--- config.mk ---
export PLATFORM = sky130hd
export DESIGN_NAME = edpq_fifo
export DESIGN_NICKNAME = d
export VERILOG_FILES = /design/src/rtl/error_diffusion_palette_quantizer_macros.svh /design/src/rtl/edpq_pkg.sv /design/src/rtl/edpq_fifo.sv
export SDC_FILE = /design/constraint.sdc
export NUM_CORES = 1
export LEC_CHECK = 0
export BUFFER_PORTS_ARGS = -buffer_cell sky130_fd_sc_hd__buf_4
export CAP_MARGIN = 10
export CELL_PAD_IN_SITES_DETAIL_PLACEMENT = 1
export CELL_PAD_IN_SITES_GLOBAL_PLACEMENT = 1
export CORE_ASPECT_RATIO = 1.5
export CORE_MARGIN = 1.5
export CORE_UTILIZATION = 33
export CTS_BUF_LIST = sky130_fd_sc_hd__clkbuf_4 sky130_fd_sc_hd__clkbuf_8
export DETAILED_ROUTE_END_ITERATION = 8
export MAX_ROUTING_LAYER = met4
export PLACE_DENSITY_LB_ADDON = 0.1
export SETUP_SLACK_MARGIN = 0.1
export SKIP_CTS_REPAIR_TIMING = 1
export SLEW_MARGIN = 25
export SYNTH_ARGS = -nofsm -noshare
export SYNTH_HDL_FRONTEND = slang
export SYNTH_SLANG_ARGS = --single-unit
--- constraint.sdc ---
create_clock -name clk_i -period 3.35 [get_ports clk_i]
set_clock_uncertainty 0.1 [all_clocks]
set_input_delay 0.67 -clock clk_i [delete_from_list [all_inputs] [get_ports clk_i]]
set_output_delay 0.67 -clock clk_i [all_outputs]
set_load 0.03 [all_outputs]
--- src/rtl/error_diffusion_palette_quantizer_macros.svh ---
// ----------------------------------------------------------------------------
// error diffusion palette quantizer: assertion macros
// checks are compiled in simulation and drop out when SYNTHESIS is set
// ----------------------------------------------------------------------------
`ifndef ERROR_DIFFUSION_PALETTE_QUANTIZER_MACROS_SVH
`define ERROR_DIFFUSION_PALETTE_QUANTIZER_MACROS_SVH

`ifndef SYNTHESIS

// property must hold at every clock edge outside reset
`define EDPQ_ASSERT(lbl, clk, rst_n, prop) \
  lbl: assert property (@(posedge clk) disable iff (!rst_n) prop) \
    else $error("edpq assertion failed");

// condition must never be seen at a clock edge outside reset
`define EDPQ_NEVER(lbl, clk, rst_n, cond) \
  `EDPQ_ASSERT(lbl, clk, rst_n, !(cond))

`else

`define EDPQ_ASSERT(lbl, clk, rst_n, prop)
`define EDPQ_NEVER(lbl, clk, rst_n, cond)

`endif

`endif

--- src/rtl/edpq_pkg.sv ---
// ----------------------------------------------------------------------------
// edpq_pkg
// shared types and constants of the error diffusion palette quantizer
// ----------------------------------------------------------------------------
package edpq_pkg;

  localparam int CH_W      = 8;   // one color channel
  localparam int INDEX_W   = 8;   // palette index
  localparam int FW_W      = 12;  // frame width register
  localparam int CFG_IDX_W = 1;   // register index on the config port

  // register indexes
  localparam logic [CFG_IDX_W-1:0] REG_DITHER_ENABLE = 1'd0;
  localparam logic [CFG_IDX_W-1:0] REG_FRAME_WIDTH   = 1'd1;

  localparam logic            DITHER_RESET      = 1'b1;
  localparam logic [FW_W-1:0] FRAME_WIDTH_RESET = 12'd640;

  // index = red level * 36 + green level * 6 + blue level
  localparam logic [INDEX_W-1:0] RED_WEIGHT   = 8'd36;
  localparam logic [INDEX_W-1:0] GREEN_WEIGHT = 8'd6;
  localparam logic [INDEX_W-1:0] MAX_INDEX    = 8'd215;

  typedef struct packed {
    logic [CH_W-1:0] red;
    logic [CH_W-1:0] green;
    logic [CH_W-1:0] blue;
  } pix_t;

  // position class of an item, decided at the front
  typedef struct packed {
    logic first_row;  // nothing comes from the row above
    logic has_left;   // left and upper-left neighbors exist
    logic has_ur;     // upper-right neighbor exists
  } flags_t;

  typedef struct packed {
    logic full;
    logic empty;
  } fifo_status_t;

endpackage

--- src/rtl/edpq_fifo.sv ---
// ----------------------------------------------------------------------------
// edpq_fifo
// small register queue between the front and the back
// ----------------------------------------------------------------------------
module edpq_fifo #(
  parameter int WIDTH = 8,
  parameter int DEPTH = 4
) (
  input  logic                   clk_i,
  input  logic                   rst_ni,
  input  logic                   push_i,
  input  logic [WIDTH-1:0]       data_i,
  input  logic                   pop_i,
  output logic [WIDTH-1:0]       data_o,
  output edpq_pkg::fifo_status_t status_o
);

  localparam int PTR_W = $clog2(DEPTH);
  localparam int CNT_W = $clog2(DEPTH + 1);

  logic [WIDTH-1:0] mem_q [DEPTH];
  logic [PTR_W-1:0] wr_ptr_q, wr_ptr_d;
  logic [PTR_W-1:0] rd_ptr_q, rd_ptr_d;
  logic [CNT_W-1:0] cnt_q, cnt_d;

  always_comb begin
    wr_ptr_d = wr_ptr_q;
    rd_ptr_d = rd_ptr_q;
    cnt_d    = cnt_q;
    if (push_i) begin
      wr_ptr_d = (wr_ptr_q == PTR_W'(DEPTH - 1)) ? '0 : wr_ptr_q + PTR_W'(1);
    end
    if (pop_i) begin
      rd_ptr_d = (rd_ptr_q == PTR_W'(DEPTH - 1)) ? '0 : rd_ptr_q + PTR_W'(1);
    end
    if (push_i && !pop_i) begin
      cnt_d = cnt_q + CNT_W'(1);
    end else if (pop_i && !push_i) begin
      cnt_d = cnt_q - CNT_W'(1);
    end
  end

  always_ff @(posedge clk_i or negedge rst_ni) begin
    if (!rst_ni) begin
      wr_ptr_q <= '0;
      rd_ptr_q <= '0;
      cnt_q    <= '0;
    end else begin
      wr_ptr_q <= wr_ptr_d;
      rd_ptr_q <= rd_ptr_d;
      cnt_q    <= cnt_d;
    end
  end

  always_ff @(posedge clk_i) begin
    if (push_i) begin
      mem_q[wr_ptr_q] <= data_i;
    end
  end

  assign data_o         = mem_q[rd_ptr_q];
  assign status_o.full  = (cnt_q == CNT_W'(DEPTH));
  assign status_o.empty = (cnt_q == '0);

endmodule

==> qor.yml <==
run_status:
  status: "finished clean"
drt:
  firstDrtPassIters: 3
  post-route-drc-count: 0
  drt_iter0_drc: 18
  routed_wl_um: 2680
  vias: 747
  ant_nets: 0
  wl_per_cell_um: 15.8
  routed_via_density: 4.39
sta:
  fin_setup_tns_ns: 0
  grt_setup_unrepaired: "false"
  setup_ws_ns: 0.791
  timing.slew.headroom: 0.590
  tightest_slew_ns: 0.615
  clock.fmax_ghz: 0.391
  finalCritPeriodShare: 0.764
  slew_violations: 0
  finalHoldViolCount: 0
  setup_violations: 0
  finalCriticalPeriod_ns: 2.56
global_routing:
  gr-usage-all-layers: 0.125
  grt_start_max_net_pins: 13
  grt_overflow: 0
  first_global_vias: 830
  antenna_found_initial: 0
  grt_pass1_wl_um: 4260
layout:
  fin_nets: 124
  multiInputGateArea_um2: 399
  fillers: 463
  area_delta_synth_final_pct: 19.4
  n_antenna_cell: 0
  ff_latch_area_um2: 1140
  fin_util: 0.413
  drive_gt1_frac: 0.358
clock_tree:
  cts_tree: "done"
  path_clk_slew_ns: 0.07
  cts_root_buffer: "clkbuf_8"
  numCtsBuffers: 5
  clkSinkCount: 39
  clockBufferDepth: 2
  htree_levels: 2
  clk_latency_ns: 0.29
power:
  vdd.ir_drop.worst_mv: 0.283
  power_frac_comb: 0.342
  p_int_w: 0.00104
  power_density_nw_per_um2: 848
  clockPowerShare: 0.190
  p_sw_frac: 0.348
  p_leak_nw: 0.689
  p_sw_w: 0.000553
  power_frac_seq: 0.468
critical_path:
  crit_end: "data_o[1]"
  crit_arrival_ns: 1.79
  startpoint: "rd_ptr_q[0]"
  cp-start-kind: "register"
  reg2reg_to: "mem_q[0][2]"
  critPathMaxFanout: 11
  required_ns: 2.58
  r2r_slack_ns: 1.76
  r2r-start: "wr_ptr_q[0]"
  timing.reg2reg.worst_path_depth: 3
  crit_type: "reg -> out"
  worst_setup_path_end_kind: "output pin"
synthesis:
  seq_area_frac_synth: 0.724
  synthArstFlopShare: 0.179
  yosysWarnings: 0
  synth.avg_cell_area_um2: 19.9
  synthesis.nets: 98
  synth-edff-count: 32
  ys_ff_latch: 39
  synth_area_um2: 1570
  synth_cells: 79
  synthFlopType: "edfxtp_1"
  ys_types: 18
placed_design:
  port_buffers: 21
  gp_congestion: 0.630
  hpwlAfterDp_um: 1890
  dpl_worst_slack_ns: 1.05
floorplanning:
  ios: 22
  die_y_um: 87.5
  core_area_um2: 4540
  start_util: 0.346
  die_area_um2: 5190
  row_count: 30
  die_w_um: 59.3
min_path:
  hold_path.class: "in -> async"
job:
  drv_cap: 0
==> worst min-delay path by stage <==
stage               endpoint  slack, ns  cells past startpoint
floorplan           cnt_q[0]       0.27                      0
global placement    cnt_q[2]       0.39                      1
detailed placement  cnt_q[2]       0.39                      1
CTS                 cnt_q[2]       0.08                      1
global route        cnt_q[1]       0.07                      1
finish              cnt_q[1]       0.08                      1
==> Yosys cell counts, types with 2 or more instances <==
library cell	count	area, um2
edfxtp_1	32	961
inv_1	5	18.8
o21ai_0	2	10.0
and2_1	4	25.0
xor2_1	2	17.5
mux4_2	8	180
nor2_1	2	7.51
ha_1	6	75.1
dfrtp_1	7	175
mux2_2	3	33.8
==> kinds of logic after synthesis <==
group,after synthesis,share of synthesized area
fa+ha+maj,7,0.0606
buf+inv,7,0.0223
mux,11,0.136
simple gates,10,0.0343
compound gates,2,0.00637
flops,39,0.724
xor+xnor,3,0.0167
==> critical path, stage by stage (launching register included) <==
cell and delay (ns):
dfrtp_1 0.74, mux4_2 0.58, buf_4 0.18
==> power by group through the flow <==
stage,logic [W],registers (W),clock network (W)
2_1_floorplan,0.000445,0.000687,0
3_3_place_gp,0.000543,0.000752,0
3_5_place_dp,0.000555,0.000765,0
4_1_cts,0.000556,0.000754,0.000306
5_1_grt,0.000592,0.000767,0.000327
6_report,0.000545,0.000745,0.000301
==> per-stage QoR <==
step / total power [W] / hold slack, ns / instances / area (um2)
after floorplan: 0.00113 / 0.274 / 79 / 1570
after global placement: 0.00130 / 0.390 / 162 / 1790
after detailed placement: 0.00132 / 0.394 / 162 / 1790
after CTS: 0.00162 / 0.0804 / 170 / 1880
after global routing: 0.00169 / 0.0725 / 170 / 1880
final: 0.00159 / 0.0786 / 170 / 1880
==> per-layer routing <==
| metal | vias to the layer above | track usage | share of wire |
|---|---|---|---|
| li1 | 351 | - | - |
| met1 | 372 | 0.123 | 0.39 |
| met2 | 18 | 0.214 | 0.55 |
| met3 | 6 | 0.0371 | 0.041 |
| met4 | 0 | 0.0682 | 0.025 |
| met5 | - | - | 0 |
==> area by class of cell <==
cell class              count  share of cell area
clock buffers               5              0.0367
clock inverters             3             0.00801
inverters                   5              0.0100
multi-input cells          33               0.213
flip-flops and latches     39               0.606
well taps                  64              0.0427
repair buffers             21              0.0841
==> state kept, by name, indices dropped and copies added (netlist names) <==
signal,count
mem_q,32
wr_ptr_q,2
cnt_q,3
rd_ptr_q,2
==> cell usage in the layout (no fill, tap or decap) <==
master and n:
nor2_1 2, nor3_1 1, nand3_1 1, mux2_2 3, fa_1 1, clkinv_1 2
dfrtp_1 7, clkinvlp_4 1, ha_1 6, xor2_1 2, nand2_1 1, mux4_2 8
edfxtp_1 32, buf_4 21, inv_1 5, and2_1 4, xnor2_1 1, clkbuf_8 5
nor3b_1 1, o21ai_0 2
(Power assumes the default switching activity.)
