$ cat src/rtl/error_diffusion_palette_quantizer_macros.svh
// ----------------------------------------------------------------------------
// error diffusion palette quantizer: assertion macros
// checks are compiled in simulation and drop out when SYNTHESIS is set
// ----------------------------------------------------------------------------
`ifndef ERROR_DIFFUSION_PALETTE_QUANTIZER_MACROS_SVH
`define ERROR_DIFFUSION_PALETTE_QUANTIZER_MACROS_SVH

`ifndef SYNTHESIS

// property must hold at every clock edge outside reset
`define EDPQ_ASSERT(lbl, clk, rst_n, prop) \
  lbl: assert property (@(posedge clk) disable iff (!rst_n) prop) \
    else $error("edpq assertion failed");

// condition must never be seen at a clock edge outside reset
`define EDPQ_NEVER(lbl, clk, rst_n, cond) \
  `EDPQ_ASSERT(lbl, clk, rst_n, !(cond))

`else

`define EDPQ_ASSERT(lbl, clk, rst_n, prop)
`define EDPQ_NEVER(lbl, clk, rst_n, cond)

`endif

`endif

$ cat src/rtl/edpq_pkg.sv
// ----------------------------------------------------------------------------
// edpq_pkg
// shared types and constants of the error diffusion palette quantizer
// ----------------------------------------------------------------------------
package edpq_pkg;

  localparam int CH_W      = 8;   // one color channel
  localparam int INDEX_W   = 8;   // palette index
  localparam int FW_W      = 12;  // frame width register
  localparam int CFG_IDX_W = 1;   // register index on the config port

  // register indexes
  localparam logic [CFG_IDX_W-1:0] REG_DITHER_ENABLE = 1'd0;
  localparam logic [CFG_IDX_W-1:0] REG_FRAME_WIDTH   = 1'd1;

  localparam logic            DITHER_RESET      = 1'b1;
  localparam logic [FW_W-1:0] FRAME_WIDTH_RESET = 12'd640;

  // index = red level * 36 + green level * 6 + blue level
  localparam logic [INDEX_W-1:0] RED_WEIGHT   = 8'd36;
  localparam logic [INDEX_W-1:0] GREEN_WEIGHT = 8'd6;
  localparam logic [INDEX_W-1:0] MAX_INDEX    = 8'd215;

  typedef struct packed {
    logic [CH_W-1:0] red;
    logic [CH_W-1:0] green;
    logic [CH_W-1:0] blue;
  } pix_t;

  // position class of an item, decided at the front
  typedef struct packed {
    logic first_row;  // nothing comes from the row above
    logic has_left;   // left and upper-left neighbors exist
    logic has_ur;     // upper-right neighbor exists
  } flags_t;

  typedef struct packed {
    logic full;
    logic empty;
  } fifo_status_t;

endpackage

$ cat src/rtl/edpq_front.sv
// ----------------------------------------------------------------------------
// edpq_front
// accepts pixels, tracks column and first row, classifies row edges
// ----------------------------------------------------------------------------
module edpq_front #(
  parameter int MAX_WIDTH = 2048
) (
  input  logic                          clk_i,
  input  logic                          rst_ni,
  input  logic [edpq_pkg::FW_W-1:0]     frame_width_i,
  input  logic                          in_valid_i,
  output logic                          in_stall_o,
  input  logic                          start_of_frame_i,
  input  edpq_pkg::pix_t                pix_i,
  input  logic                          queue_full_i,
  output logic                          push_o,
  output edpq_pkg::pix_t                push_pix_o,
  output edpq_pkg::flags_t              push_flags_o,
  output logic [$clog2(MAX_WIDTH)-1:0]  push_col_o
);

  localparam int ADDR_W = $clog2(MAX_WIDTH);
  localparam int CMP_W  = (ADDR_W + 1 > edpq_pkg::FW_W) ? ADDR_W + 1 : edpq_pkg::FW_W;

  logic [ADDR_W-1:0] col_q, col_d;
  logic              first_q, first_d;
  logic [ADDR_W-1:0] start_col, cur_col;
  logic              start_first, cur_first;
  logic [CMP_W-1:0]  fw_ext, w_eff, next_ext;
  logic              accept, wrap, has_ur;

  always_comb begin
    accept = in_valid_i && !queue_full_i;

    // width of zero acts as one, above the store depth as the depth
    fw_ext = CMP_W'(frame_width_i);
    if (fw_ext == '0) begin
      w_eff = CMP_W'(1);
    end else if (fw_ext > CMP_W'(MAX_WIDTH)) begin
      w_eff = CMP_W'(MAX_WIDTH);
    end else begin
      w_eff = fw_ext;
    end

    start_col   = start_of_frame_i ? '0 : col_q;
    start_first = start_of_frame_i ? 1'b1 : first_q;

    // width shrank mid-row: start a new row
    wrap      = CMP_W'(start_col) >= w_eff;
    cur_col   = wrap ? '0 : start_col;
    cur_first = wrap ? 1'b0 : start_first;

    next_ext = CMP_W'(cur_col) + CMP_W'(1);
    has_ur   = next_ext < w_eff;

    col_d   = col_q;
    first_d = first_q;
    if (accept) begin
      if (has_ur) begin
        col_d   = cur_col + ADDR_W'(1);
        first_d = cur_first;
      end else begin
        col_d   = '0;
        first_d = 1'b0;
      end
    end
  end

  always_ff @(posedge clk_i or negedge rst_ni) begin
    if (!rst_ni) begin
      col_q   <= '0;
      first_q <= 1'b1;
    end else begin
      col_q   <= col_d;
      first_q <= first_d;
    end
  end

  assign in_stall_o             = queue_full_i;
  assign push_o                 = accept;
  assign push_pix_o             = pix_i;
  assign push_col_o             = cur_col;
  assign push_flags_o.first_row = cur_first;
  assign push_flags_o.has_left  = (cur_col != '0);
  assign push_flags_o.has_ur    = has_ur;

endmodule

$ cat config.mk
export PLATFORM = sky130hd
export DESIGN_NAME = edpq_front
export DESIGN_NICKNAME = d
export VERILOG_FILES = /design/src/rtl/error_diffusion_palette_quantizer_macros.svh /design/src/rtl/edpq_pkg.sv /design/src/rtl/edpq_front.sv
export SDC_FILE = /design/constraint.sdc
export NUM_CORES = 1
export LEC_CHECK = 0
export BUFFER_PORTS_ARGS = -buffer_cell sky130_fd_sc_hd__buf_2
export CAP_MARGIN = 20
export CORE_UTILIZATION = 48
export DETAILED_ROUTE_END_ITERATION = 10
export GPL_TIMING_DRIVEN = 0
export PLACE_DENSITY = 0.82
export SLEW_MARGIN = 20
export SYNTH_ARGS = -nofsm -noshare
export SYNTH_HDL_FRONTEND = slang
export SYNTH_SLANG_ARGS = --single-unit
$ cat constraint.sdc
create_clock -name clk_i -period 5.65 [get_ports clk_i]
set_input_delay 0.2825 -clock clk_i [delete_from_list [all_inputs] [get_ports clk_i]]
set_output_delay 0.2825 -clock clk_i [all_outputs]
set_load 0.02 [all_outputs]
==> reports/metrics.yaml <==
worst-slew-pin-transition_ps: 544
dpl.hpwl_mm: 3.70
antenna_left: 0
grt_max_degree: 13
tns_ps: 0
worst-endpoint-arrival_ps: 5070
crit_path_top_delay_cell: "dfrtp_2"
core.rowCount: 21
endpoint_kind: "output port"
start_kind: "flip-flop"
cp_data_required_time_ps: 5370
antenna-diode-count: 0
relSlewSlack: 0.638
via_count: 1787
area_growth_pct: 24.8
multi_input_area_sq_um: 1200
cts_sinks: 12
slew_viol_final: 0
finalClockSkew_ps: 5.67
clock_path_buffers: 2
crit_top_cell: "nor2_1"
cpPeakStageDelay_ps: 460
max_freq_ghz: 0.187
postSynthCellCount: 225
hold_path_class: "in2async"
path_buf_inv: 6
yosysWarnings: 0
layout_min_cycle_time_ps: 5350
ctsRootBufferMaster: "clkbuf_4"
gp_congestion: 0.898
regArea_sq_um: 303
postSynthAreaPerCell_sq_um: 7.77
crit_chain: "nor2b_4, ha_1, a21o_1, a221o_1, and2_1, a21o_1, clkbuf_2, nand2b_1, inv_1, ha_2, nand3_1, xor2_1, nor2_1, ha_1, nand2_1, or3_1, nor2_1, nor2_1, o311ai_4, buf_6, inv_1, buf_4, buf_2"
die_area_sq_um: 3890
worstSetupPathType: "reg2out"
syn-cell-area_sq_um: 1750
via_per_inst: 5.38
antenna_found_initial: 0
rsz0062_at_grt: "no"
setup_violations: 0
power_density_nw_per_um2: 143
hold_viol_final: 0
drc_errors: 0
fillers: 322
track_usage: 0.233
wl_mm: 4.46
ys_types: 39
cts_tree: "built"
critPathMaxFanout: 10
finalCritPeriodShare: 0.947
port_buffers: 56
cts_buffers: 3
avgRoutedWirePerCell_um: 13.4
grt_pass1_wl_mm: 7.36
first_global_vias: 1673
status: "finished, final reports clean"
synth_seq_cells: 12
core_sq_um: 3420
ios: 81
seq_area_frac_synth: 0.173
cp_top_family: "simple AND/OR/NAND/NOR gates"
p_total_mw: 0.313
clk_latency_ps: 280
grt-ovfl-total: 0
maxCapViolations: 0
worst_hold_slack_ps: 407
ir_drop_mv: 0.138
nets: 352
first_pass_iters: 4
die_h_um: 62.3
drt_iter0_drc: 82
leakagePower_nw: 1.22
die_w_um: 62.3
start_util: 0.512
drive_gt1_frac: 0.381
syn_nets: 290
clk_pin_slew_worst_paths_ps: 80
h-tree-depth: 1
==> layer usage <==
metal,global-route usage,up-vias,share of wire
met2,0.412,75,0.50
met3,0.0147,11,0.049
li1,-,883,-
met4,0.0988,0,0.022
met1,0.291,818,0.43
met5,0,-,0
==> report_power, final <==
group	internal, mW	leakage (nW)	switching [mW]	total [mW]
Combinational	0.0599	1.04	0.0859	0.146
Clock	0.0392	0.0210	0.0291	0.0683
Sequential	0.0922	0.156	0.00654	0.0987
Total	0.191	1.22	0.122	0.313
==> worst paths after layout <==
path	startpoint	end	slack [ps]	cells after the start
worst max-delay path	col_q[7]	push_flags_o[0]	300	23
worst min-delay path	rst_ni	col_q[9]	410	2
worst max register to register	col_q[7]	col_q[2]	970	21
worst min register to register	col_q[1]	col_q[1]	490	2
max in group asynchronous	rst_ni	first_q	4960	2
min in group clk_i	col_q[1]	col_q[1]	490	2
==> flip-flops by register name (all words and copies together) (netlist names) <==
signal   flops
col_q       11
first_q      1
==> layout make-up <==
class | count | area share
Multi-Input combinational cell | 167 | 0.551
Sequential cell | 12 | 0.139
Timing Repair Buffer | 58 | 0.137
Buffer | 35 | 0.113
Tap cell | 46 | 0.0264
Inverter | 10 | 0.0172
Clock buffer | 4 | 0.0166
==> cells in the final DEF, fill, tap and decap left out, types with 2 or more instances in the layout <==
cell,count
a211oi_1,3
a21o_1,5
a21oi_1,5
and2_1,2
and3_1,3
buf_2,56
buf_4,28
clkbuf_1,4
clkbuf_2,2
clkbuf_4,4
dfrtp_1,10
ha_1,23
inv_1,10
nand2_1,30
nand2b_1,8
nand3_1,6
nand4_1,2
nor2_1,26
nor2b_1,7
nor4_1,5
o21ai_0,3
o21ai_1,3
o31ai_2,3
o41ai_1,3
o41ai_2,4
xnor2_1,4
xor2_1,4
==> logic make-up after synthesis <==
kind of cell | Yosys count | synth area share
xor+xnor | 9 | 0.0451
simple gates | 96 | 0.263
fa+ha+maj | 24 | 0.172
buf+inv | 46 | 0.161
compound gates | 38 | 0.187
flops | 12 | 0.173
==> per-stage QoR <==
step | cells | worst slack [ps] | area, sq um | util
after global routing | 332 | 4.97 | 2180 | 0.638
final | 332 | 300 | 2180 | 0.638
after CTS | 331 | 14.8 | 2140 | 0.628
after global placement | 327 | -184 | 2090 | 0.611
after detailed placement | 327 | -249 | 2090 | 0.611
after floorplan | 225 | 622 | 1750 | -
==> what timing repair did <==
action                                  in CTS  in global routing
hold endpoints to repair                    11                  0
buffers inserted                             0                  1
hold buffers                                 1                  0
gates resized for setup                      4                 12
endpoints found under the setup margin       1                  1
pin swaps                                    0                  1
==> worst register-to-register path, cell delays in order, from the launching register on <==
cell and delay, ps:
dfrtp_2 460, nor2b_4 160, ha_1 310, a21o_1 190, a221o_1 380, and2_1 190
a21o_1 180, clkbuf_2 210, nand2b_1 220, inv_1 90, ha_2 260, nand3_1 110
xor2_1 250, nor2_1 80, ha_1 300, nand2_1 70, or3_1 440, nor2_1 150
nor2_1 80, o311ai_4 110, buf_6 220, o21ai_1 90
==> cell usage after synthesis <==
cell | number | share of area
nand2_1 | 30 | 0.064
buf_4 | 27 | 0.12
nor2_1 | 26 | 0.056
ha_1 | 24 | 0.17
dfrtp_1 | 11 | 0.16
inv_1 | 10 | 0.021
nand2b_1 | 9 | 0.032
nor2b_1 | 9 | 0.032
clkbuf_1 | 8 | 0.017
nand3_1 | 6 | 0.017
a21o_1 | 5 | 0.021
a21oi_1 | 5 | 0.014
nor4_1 | 5 | 0.018
xnor2_1 | 5 | 0.025
o21ai_0 | 4 | 0.011
o41ai_2 | 4 | 0.037
xor2_1 | 4 | 0.020
a211oi_1 | 3 | 0.013
and3_1 | 3 | 0.011
o31ai_2 | 3 | 0.021
o41ai_1 | 3 | 0.015
and2_1 | 2 | 0.0072
nand4_1 | 2 | 0.0072
o21ai_1 | 2 | 0.0057
a2111oi_0 | 1 | 0.0050
a211o_1 | 1 | 0.0050
a21oi_2 | 1 | 0.0050
a221o_1 | 1 | 0.0057
a31oi_1 | 1 | 0.0036
and4_1 | 1 | 0.0050
buf_6 | 1 | 0.0064
dfstp_2 | 1 | 0.015
nor3_1 | 1 | 0.0029
o2111ai_1 | 1 | 0.0050
o211ai_1 | 1 | 0.0043
o21a_1 | 1 | 0.0043
o311ai_2 | 1 | 0.0093
or3_1 | 1 | 0.0036
or4_4 | 1 | 0.0064
No activity file was read; power rests on OpenSTA's default activity.
